$ cat src/design/x64ptw_pkg.sv
// ----------------------------------------------------------------------------
// x64ptw_pkg
// Shared types and codes for the four-level page table walker: transaction
// payloads, field codes, register indexes, controller states and the
// command and status groups between controller and datapath.
// ----------------------------------------------------------------------------
package x64ptw_pkg;

	// Widths of the payload fields.
	localparam int unsigned AddrW  = 48;
	localparam int unsigned EntryW = 64;
	localparam int unsigned LevelW = 3;
	localparam int unsigned StatW  = 3;
	localparam int unsigned CfgIdxW = 2;

	// Input transaction kinds.
	localparam logic KIND_REQ  = 1'b0;
	localparam logic KIND_RESP = 1'b1;

	// Result kinds.
	localparam logic RK_READ = 1'b0;
	localparam logic RK_DONE = 1'b1;

	// Completion status codes.
	localparam logic [StatW-1:0] STAT_OK        = 3'd0;
	localparam logic [StatW-1:0] STAT_NOT_PRES  = 3'd1;
	localparam logic [StatW-1:0] STAT_SUPER     = 3'd2;
	localparam logic [StatW-1:0] STAT_RESERVED  = 3'd3;
	localparam logic [StatW-1:0] STAT_TOP_LARGE = 3'd4;
	localparam logic [StatW-1:0] STAT_READ_FAIL = 3'd5;

	// Configuration register indexes.
	localparam logic [CfgIdxW-1:0] CFG_ROOT_BASE   = 2'd0;
	localparam logic [CfgIdxW-1:0] CFG_USER_ONLY   = 2'd1;
	localparam logic [CfgIdxW-1:0] CFG_START_LEVEL = 2'd2;

	// Levels of the table hierarchy.
	localparam logic [LevelW-1:0] LVL_PT   = 3'd1;
	localparam logic [LevelW-1:0] LVL_PD   = 3'd2;
	localparam logic [LevelW-1:0] LVL_PDPT = 3'd3;
	localparam logic [LevelW-1:0] LVL_TOP  = 3'd4;

	// Entry bit positions.
	localparam int unsigned BIT_PRESENT = 0;
	localparam int unsigned BIT_USER    = 2;
	localparam int unsigned BIT_LARGE   = 7;

	typedef struct packed {
		logic              kind;
		logic [AddrW-1:0]  virt_addr;
		logic [EntryW-1:0] entry_data;
		logic              read_ok;
	} ptw_in_t;

	typedef struct packed {
		logic              result_kind;
		logic [AddrW-1:0]  read_addr;
		logic [StatW-1:0]  status;
		logic [AddrW-1:0]  phys_addr;
		logic [EntryW-1:0] raw_entry;
	} ptw_out_t;

	typedef enum logic {
		WS_IDLE,
		WS_WALK
	} walk_state_t;

	// Commands from the controller to the datapath.
	typedef struct packed {
		logic start;     // latch a new address and issue the first read
		logic check;     // evaluate the entry of a read response
		logic load_out;  // capture the result into the output register
	} ptw_cmd_t;

	// Status from the datapath to the controller.
	typedef struct packed {
		logic finish;    // the checked entry ends the walk
	} ptw_sts_t;

endpackage

$ cat src/design/x64ptw_ctrl.sv
// ----------------------------------------------------------------------------
// x64ptw_ctrl
// Walk controller: tracks whether a walk is in progress, decides which
// transactions are taken up and owns the valid flag of the result register.
// ----------------------------------------------------------------------------
module x64ptw_ctrl (
	input  logic                clk,
	input  logic                arst_n,
	input  logic                in_valid,
	input  logic                in_kind,
	output logic                in_ready,
	output logic                out_valid,
	input  logic                out_ready,
	output x64ptw_pkg::ptw_cmd_t cmd,
	input  x64ptw_pkg::ptw_sts_t sts
);
	import x64ptw_pkg::*;

	walk_state_t state_q;
	walk_state_t state_d;
	logic        out_valid_q;
	logic        accept;

	// The result register frees up when its transaction is taken.
	assign in_ready  = !out_valid_q || out_ready;
	assign accept    = in_valid && in_ready;
	assign out_valid = out_valid_q;

	// Next state.
	always_comb begin
		state_d = state_q;
		unique case (state_q)
			WS_IDLE: begin
				if (accept && in_kind == KIND_REQ) begin
					state_d = WS_WALK;
				end
			end
			WS_WALK: begin
				if (accept && in_kind == KIND_RESP && sts.finish) begin
					state_d = WS_IDLE;
				end
			end
			default: state_d = WS_IDLE;
		endcase
	end

	// Commands. A request during a walk and a response while idle are dropped.
	always_comb begin
		cmd = '0;
		unique case (state_q)
			WS_IDLE: begin
				cmd.start = accept && in_kind == KIND_REQ;
			end
			WS_WALK: begin
				cmd.check = accept && in_kind == KIND_RESP;
			end
			default: cmd = '0;
		endcase
		cmd.load_out = cmd.start || cmd.check;
	end

	// State and result valid flag.
	always_ff @(posedge clk or negedge arst_n) begin
		if (!arst_n) begin
			state_q     <= WS_IDLE;
			out_valid_q <= 1'b0;
		end else begin
			state_q <= state_d;
			if (cmd.load_out) begin
				out_valid_q <= 1'b1;
			end else if (out_ready) begin
				out_valid_q <= 1'b0;
			end
		end
	end

endmodule

$ cat src/design/x64ptw_dp.sv
// ----------------------------------------------------------------------------
// x64ptw_dp
// Walk datapath: configuration registers, the latched virtual address and
// current level, the entry checks, address formation and result register.
// ----------------------------------------------------------------------------
module x64ptw_dp (
	input  logic                                  clk,
	input  logic                                  arst_n,
	input  logic                                  cfg_wr_en,
	input  logic [x64ptw_pkg::CfgIdxW-1:0]        cfg_index,
	input  logic [x64ptw_pkg::AddrW-1:0]          cfg_wdata,
	input  x64ptw_pkg::ptw_in_t                   in_data,
	output x64ptw_pkg::ptw_out_t                  out_data,
	input  x64ptw_pkg::ptw_cmd_t                  cmd,
	output x64ptw_pkg::ptw_sts_t                  sts
);
	import x64ptw_pkg::*;

	logic [AddrW-1:0]  root_base_q;
	logic              user_only_q;
	logic [LevelW-1:0] start_level_q;
	logic [LevelW-1:0] level_q;
	logic [AddrW-1:0]  vaddr_q;
	ptw_out_t          out_q;

	logic [LevelW-1:0] lv;
	logic [LevelW-1:0] first_lv;
	logic [LevelW-1:0] next_lv;
	logic [EntryW-1:0] pte;
	ptw_out_t          req_res;
	ptw_out_t          resp_res;
	logic              resp_done;

	// Levels outside one to four start at the top.
	function automatic logic [LevelW-1:0] clamp_level(input logic [LevelW-1:0] l);
		logic [LevelW-1:0] r;
		r = LVL_TOP;
		if (l >= LVL_PT && l <= LVL_TOP) begin
			r = l;
		end
		return r;
	endfunction

	// Address of the entry for a table base, a virtual address and a level.
	function automatic logic [AddrW-1:0] entry_addr(input logic [AddrW-1:0] tbl,
			input logic [AddrW-1:0] va, input logic [LevelW-1:0] l);
		logic [8:0] idx;
		unique case (l)
			LVL_PT:   idx = va[20:12];
			LVL_PD:   idx = va[29:21];
			LVL_PDPT: idx = va[38:30];
			default:  idx = va[47:39];
		endcase
		return {tbl[AddrW-1:12], idx, 3'b000};
	endfunction

	// Configuration writes.
	always_ff @(posedge clk or negedge arst_n) begin
		if (!arst_n) begin
			root_base_q   <= '0;
			user_only_q   <= 1'b0;
			start_level_q <= LVL_TOP;
		end else if (cfg_wr_en) begin
			unique case (cfg_index)
				CFG_ROOT_BASE:   root_base_q   <= cfg_wdata;
				CFG_USER_ONLY:   user_only_q   <= cfg_wdata[0];
				CFG_START_LEVEL: start_level_q <= cfg_wdata[LevelW-1:0];
				default: ;
			endcase
		end
	end

	// Request: the first entry read at the starting level.
	always_comb begin
		first_lv = clamp_level(start_level_q);
		req_res             = '0;
		req_res.result_kind = RK_READ;
		req_res.read_addr   = entry_addr(root_base_q, in_data.virt_addr, first_lv);
	end

	// Response: checks in priority order, then a leaf or a descent.
	always_comb begin
		lv        = clamp_level(level_q);
		pte       = in_data.entry_data;
		next_lv   = lv - LevelW'(1);
		resp_res  = '0;
		resp_res.result_kind = RK_DONE;
		resp_done = 1'b1;
		if (!in_data.read_ok) begin
			resp_res.status = STAT_READ_FAIL;
		end else if (!pte[BIT_PRESENT]) begin
			resp_res.status = STAT_NOT_PRES;
			if (lv == LVL_PT) begin
				resp_res.raw_entry = pte;
			end
		end else if (user_only_q && !pte[BIT_USER]) begin
			resp_res.status = STAT_SUPER;
		end else if (|pte[51:48]) begin
			resp_res.status = STAT_RESERVED;
		end else if (lv == LVL_PT || pte[BIT_LARGE]) begin
			if (lv == LVL_TOP) begin
				resp_res.status = STAT_TOP_LARGE;
			end else begin
				resp_res.status = STAT_OK;
				unique case (lv)
					LVL_PT:  resp_res.phys_addr = {pte[47:12], vaddr_q[11:0]};
					LVL_PD:  resp_res.phys_addr = {pte[47:21], vaddr_q[20:0]};
					default: resp_res.phys_addr = {pte[47:30], vaddr_q[29:0]};
				endcase
			end
		end else begin
			resp_done            = 1'b0;
			resp_res             = '0;
			resp_res.result_kind = RK_READ;
			resp_res.read_addr   = entry_addr(pte[AddrW-1:0], vaddr_q, next_lv);
		end
	end

	assign sts.finish = resp_done;

	// Walk state: latched address and current level.
	always_ff @(posedge clk or negedge arst_n) begin
		if (!arst_n) begin
			level_q <= '0;
			vaddr_q <= '0;
		end else if (cmd.start) begin
			level_q <= first_lv;
			vaddr_q <= in_data.virt_addr;
		end else if (cmd.check && !resp_done) begin
			level_q <= next_lv;
		end
	end

	// Result register.
	always_ff @(posedge clk) begin
		if (cmd.load_out) begin
			out_q <= cmd.start ? req_res : resp_res;
		end
	end

	assign out_data = out_q;

endmodule

$ cat src/design/x64_page_table_walker.sv
// ----------------------------------------------------------------------------
// x64_page_table_walker
// Four-level long-mode page table walker. Requests start a walk and each
// entry read response is checked, answered with the next read or the result.
// ----------------------------------------------------------------------------
// Timing: a result stands in the output register in the cycle after its input
// transaction is accepted; the checks of one entry are combinational.
// Throughput: one input transaction per cycle while results are taken; the
// single output register sets this figure. A walk spans up to four reads.
// Reset: arst_n clears the walk state and the result valid flag at once and
// sets the registers to base 0, user-only off and start level 4.
module x64_page_table_walker (
	input  logic                           clk,
	input  logic                           arst_n,
	input  logic                           cfg_wr_en,
	input  logic [x64ptw_pkg::CfgIdxW-1:0] cfg_index,
	input  logic [x64ptw_pkg::AddrW-1:0]   cfg_wdata,
	input  logic                           in_valid,
	output logic                           in_ready,
	input  x64ptw_pkg::ptw_in_t            in_data,
	output logic                           out_valid,
	input  logic                           out_ready,
	output x64ptw_pkg::ptw_out_t           out_data
);
	import x64ptw_pkg::*;

	ptw_cmd_t cmd;
	ptw_sts_t sts;

	// Walk controller.
	x64ptw_ctrl u_ctrl (
		.clk       (clk),
		.arst_n    (arst_n),
		.in_valid  (in_valid),
		.in_kind   (in_data.kind),
		.in_ready  (in_ready),
		.out_valid (out_valid),
		.out_ready (out_ready),
		.cmd       (cmd),
		.sts       (sts)
	);

	// Walk datapath.
	x64ptw_dp u_dp (
		.clk       (clk),
		.arst_n    (arst_n),
		.cfg_wr_en (cfg_wr_en),
		.cfg_index (cfg_index),
		.cfg_wdata (cfg_wdata),
		.in_data   (in_data),
		.out_data  (out_data),
		.cmd       (cmd),
		.sts       (sts)
	);

endmodule

$ cat config.mk
export PLATFORM = sky130hd
export DESIGN_NAME = x64_page_table_walker
export DESIGN_NICKNAME = d
export VERILOG_FILES = /design/src/design/x64ptw_pkg.sv /design/src/design/x64ptw_ctrl.sv /design/src/design/x64ptw_dp.sv /design/src/design/x64_page_table_walker.sv
export SDC_FILE = /design/constraint.sdc
export NUM_CORES = 1
export LEC_CHECK = 0
export BUFFER_PORTS_ARGS = -buffer_cell sky130_fd_sc_hd__buf_4
export CAP_MARGIN = 20
export CORE_UTILIZATION = 51
export CTS_CLUSTER_SIZE = 16
export DETAILED_ROUTE_END_ITERATION = 8
export PLACE_DENSITY = 0.91
export SETUP_SLACK_MARGIN = 0.3
export SLEW_MARGIN = 10
export SYNTH_ARGS = -nofsm -noshare
export SYNTH_HDL_FRONTEND = slang
export SYNTH_SLANG_ARGS = --single-unit
$ cat constraint.sdc
create_clock -name clk -period 16.5 [get_ports clk]
set_input_delay 1.65 -clock clk [delete_from_list [all_inputs] [get_ports clk]]
set_output_delay 1.65 -clock clk [all_outputs]
set_load 0.02 [all_outputs]
; ---- After elaboration in Yosys (flattened, before gate mapping)
; Index checks and enable logic that the tools add are counted.
[word_totals]
out_inout_bits = 166
word_cells = 98
in_bits = 169
reg_bits = 269
[classes]
mux = 38
n_addsub = 1
bitwise = 5
n_reduce_logical = 25
n_eq_ne = 11
order_cmp = 4
[ops]
columns = operator, count
row1 = 112-bit two-way mux, 3
row2 = 49-bit two-way mux, 5
row3 = 163-bit two-way mux, 1
row4 = 64-bit two-way mux, 2
row5 = 48-bit two-way mux, 2
row6 = 30-bit case mux with 2 select lines, 1
row7 = 9-bit case mux with 3 select lines, 2
row8 = 51-bit two-way mux, 1
row9 = 3-bit two-way mux, 9
row10 = "3-bit by 2-bit equality test with 1-bit output, second input constant", 5
row11 = 1-bit two-way mux, 11
row12 = 10-bit OR reduction, 1
row13 = "3-bit by 1-bit equality test with 1-bit output, second input constant", 3
row14 = 1-bit logical AND, 8
row15 = 8-bit OR reduction, 1
row16 = "3-bit by 1-bit greater-or-equal comparator with 1-bit output, second input constant", 2
row17 = "3-bit less-or-equal comparator, second input constant", 2
row18 = 2-bit AND reduction, 3
row19 = 1-bit NOT, 5
row20 = 2-bit nonzero test, 2
row21 = 4-bit OR reduction, 1
row22 = "3-bit equality test, second input constant", 1
row23 = 1-bit zero test, 3
row24 = 1-bit logical OR, 3
row25 = other kinds (7), 7

; ---- Depth between registers and ports, before layout
[logic_depth]
ltp_word = 14
ltp_mapped = 10

; ---- By module
; Synthesis repeated with hierarchy kept, for this count alone.
[unflattened]
cells_unflattened = 774
area_unflattened_um2 = 10577.6
[modules_own_cells]
columns = module, n_inst, area_each_um2, cells_each
row1 = x64ptw_dp, 1, 10462.5, 761
row2 = x64ptw_ctrl, 1, 115.1, 13

; ---- Worst setup path after synthesis
; No wires, ideal clock.
[synth_path]
path_type = input to register
startpoint = input port out_ready
endpoint = register u_dp.level_q[2]
required_time_ns = 16.346
setup_slack_ns = 1.683
cell_stages = 4
setup_time_ns = 0.154
arrival_ns = 14.663
cell_sequence = nand2b_1 nor3b_1 o21a_1 o221ai_1
[synth_between]
elab_chain_len = 6
[synth_rtl]
columns = element, line
row1 = start: declaration, x64_page_table_walker.sv:22  ; input logic out_ready,
row2 = 1-bit logical OR (*), x64ptw_ctrl.sv:25  ; assign in_ready = !out_valid_q || out_ready;
row3 = 1-bit logical AND (*), x64ptw_ctrl.sv:26  ; assign accept = in_valid && in_ready;
row4 = 1-bit logical AND, x64ptw_ctrl.sv:55  ; cmd.check = accept && in_kind == KIND_RESP;
row5 = 1-bit two-way mux, x64ptw_ctrl.sv:50  ; unique case (state_q)
row6 = 1-bit logical AND, x64ptw_dp.sv:129  ; end else if (cmd.check && !resp_done) begin
row7 = 2-bit nonzero test (no source line), --
row8 = end signal: assignment, x64ptw_dp.sv:127  ; level_q <= first_lv;
row9 = end signal: assignment, x64ptw_dp.sv:130  ; level_q <= next_lv;
row10 = end: declaration, x64ptw_dp.sv:22  ; logic [LevelW-1:0] level_q;
; Every way passes the cells marked *; elsewhere a longest branch is shown, timed or not.
; A chain may end at the register's enable or synchronous reset.

; ---- Worst setup path after layout
[layout_path]
startpoint = input port out_ready
endpoint = output port in_ready
[layout_between]
elab_chain_len = 1
[layout_rtl]
columns = element, line
row1 = 1-bit logical OR, x64ptw_ctrl.sv:25
row2 = end: declaration, x64_page_table_walker.sv:19  ; output logic in_ready,
; No other way between the ends.

==> run metrics <==
Primary FF master, synth edfxtp_1; CTS root buffer clkbuf_16; Port Buffers 321; Syn Std Cell Area ~11000 sq um; # DRC 0; fin area 14100 sq um; Critical Path RT 14.85 ns; RSZ-0062 raised after global routing false; Placeable Area slightly above 20000 sq um; Syn Inst Count between 800 and 900; antenna-violating nets left 0; Max Buffers Root-to-Sink 3; final setup margin approximately 13 ns; Reg clk slew, reported paths around 0.060 ns; row count 52; crit path launch type primary input; setup_tns 0 ns; Placed Cells 1417; Seq/Total Area, Yosys 0.673; CP max stage cell nand2b_1; via/cell ratio 5.48; nets@finish ~1400; Worst-Margin Slew 1.08 ns; area leader, netlist edfxtp_1; share of the synthesized area in the top cell type 0.453; final std cells w/o fill 1467; #FFs+latches synth 253; Final HPWL DP roughly 20 mm; CTS Sinks ~250; # hold bufs at CTS 0; vias post-DR approximately 8000; most frequent cells in the layout 327 x buf_4, 223 x nand2_1, 160 x edfxtp_1; Post-synth EDFFs between 150 and 200; TritonCTS clock tree yes; die span in y roughly 150 microns; post-cts resize count 0; Yosys warnings 0; top cells by area, synth edfxtp_1 45%, dfrtp_1 22%, nand2_1 7.9%, and2_1 6.0%, mux2_2 4.3%; number of global-route vias before repair 7981; arrival time worst endpoint 2.23 ns; commonest non-fill, non-tap cell in the layout buf_4; Final Hold Slack approximately 0.47 ns; global-route wire length before repair approximately 45 mm; initial antenna violation count 0; Initial DRT Pass Iterations 7; Tmin final between 3 and 4 ns; total grt overflow 0; static leakage around 6.2 nW; final worst path period share 0.235; CTS Buf Count 27; Max rail drop VDD around 0.000085 V; Initial Util 0.522; clk_lat worst skew between 0.5 and 0.6 ns; Total Power approximately 1.7 mW; crit-path cells buf_4, nand2b_1, buf_4; Slew Limit Fails 0; max incr delay on CP around 0.25 ns; final setup vio count 0; P&R area growth vs syn 33.1%; status completed; RePlAce Congestion roughly 0.91; fraction of layout cells with a size suffix above 1 0.354; largest net degree at the start of global routing 100; Final Hold Viols 0; n_diodes 0; Layout Skew around 0.013 ns; I/O pins 335; CP most frequent cell buf_4; DIE WIDTH about 150 microns; kind of critical path primary input to primary output; power per cell area between 100 and 150 nW/um^2; DRT iter0 DRCs roughly 700; fill count 1357; Peak Freq between 0.2 and 0.3 GHz; final core occ 0.695; dpl ws 12.10 ns; H-tree levels 1; Post-synth ARST share 0.368; CP max FO 6; Post-DP Area around 13000 sq um; worst rel slew slack 0.280; CP endpoint kind primary output; Routed wire per std cell around 20 microns; overall routing resource usage 0.271; die area roughly 21000 sq um; worst hold path class register to register; Final Routed Wirelength roughly 29 mm; Syn Area/Cell ~12 sq um; Cell variety after synth between 40 and 50; Max Cap Violations 0; Setup Fix Bufs, Post-CTS 0
[power by group]
group | internal, mW | switching (mW)
combinational | 0.135 | 0.188
clock | 0.342 | 0.242
sequential | 0.773 | 0.0585
total | 1.25 | 0.488
[worst max-delay path: cells and delay by family]
kind	cells	cell delay [ns]
buf+inv	2	0.33
simple gates	1	0.25
[area by class of cell]
type / instances / area, sq um / share of cell area
Inverter: 7 / 26.3 / 0.00186
Sequential cell: 253 / 7130 / 0.506
Clock buffer: 37 / 733 / 0.0520
Timing Repair Buffer: 329 / 2510 / 0.178
Clock inverter: 12 / 120 / 0.00851
Tap cell: 270 / 338 / 0.0239
Multi-Input combinational cell: 559 / 3250 / 0.230
[Yosys cell counts (2+ instances only)]
library cell / instances
nand2_1: 223
edfxtp_1: 160
and2_1: 101
dfrtp_1: 92
nor2_1: 48
mux2_2: 40
clkbuf_1: 39
nand3_1: 37
mux2i_1: 18
a21oi_1: 12
o221ai_1: 10
a222oi_1: 9
a22oi_1: 9
inv_1: 7
o31ai_2: 7
buf_4: 6
buf_1: 5
ha_1: 5
o21ai_0: 5
buf_2: 4
nand2b_1: 3
nor3_1: 3
nand3b_1: 2
nand4_1: 2
nor2b_1: 2
nor3b_1: 2
o21a_1: 2
[sequential cells by signal, summed over array words and instances, names as in the netlist]
name	cells
u_dp.level_q	3
u_dp.start_level_q	3
u_ctrl.state_q	1
u_dp.root_base_q	36
u_dp.vaddr_q	48
u_ctrl.out_valid	1
u_dp.out_data	160
u_dp.user_only_q	1
[cell families after synthesis]
| family | Yosys count | synth area share |
|---|---|---|
| adders and majority gates | 5 | 0.00590 |
| DFF | 253 | 0.673 |
| AOI/OAI and AO/OA | 62 | 0.0501 |
| buffers and inverters | 61 | 0.0242 |
| xor gates and xnor gates | 2 | 0.00165 |
| other | 1 | 0.000354 |
| and+or+nand+nor | 428 | 0.185 |
| muxes | 58 | 0.0595 |
[metal layers]
metal,track usage,vias to the layer above,wire [microns],share of wire
met5,0,-,0,0
met3,0.0506,71,2610,0.089
met4,0.104,0,1150,0.039
met2,0.456,480,14800,0.50
li1,-,3614,-,-
met1,0.351,3871,10800,0.37
[path summary, 6_finish.rpt]
check	start	cells after the start	end	slack (ns)
hold reg to reg	u_dp.vaddr_q[3]	2	u_dp.vaddr_q[3]	0.47
max in group asynchronous	arst_n	2	u_ctrl.out_valid	14.22
setup / recovery	out_ready	3	in_ready	12.62
hold / removal	u_dp.vaddr_q[3]	2	u_dp.vaddr_q[3]	0.47
min in group asynchronous	arst_n	1	u_dp.root_base_q[27]	1.09
setup reg to reg	u_dp.level_q[2]	8	u_dp.out_data[31]	13.28
Note: power is estimated with default switching activity, not from simulation.
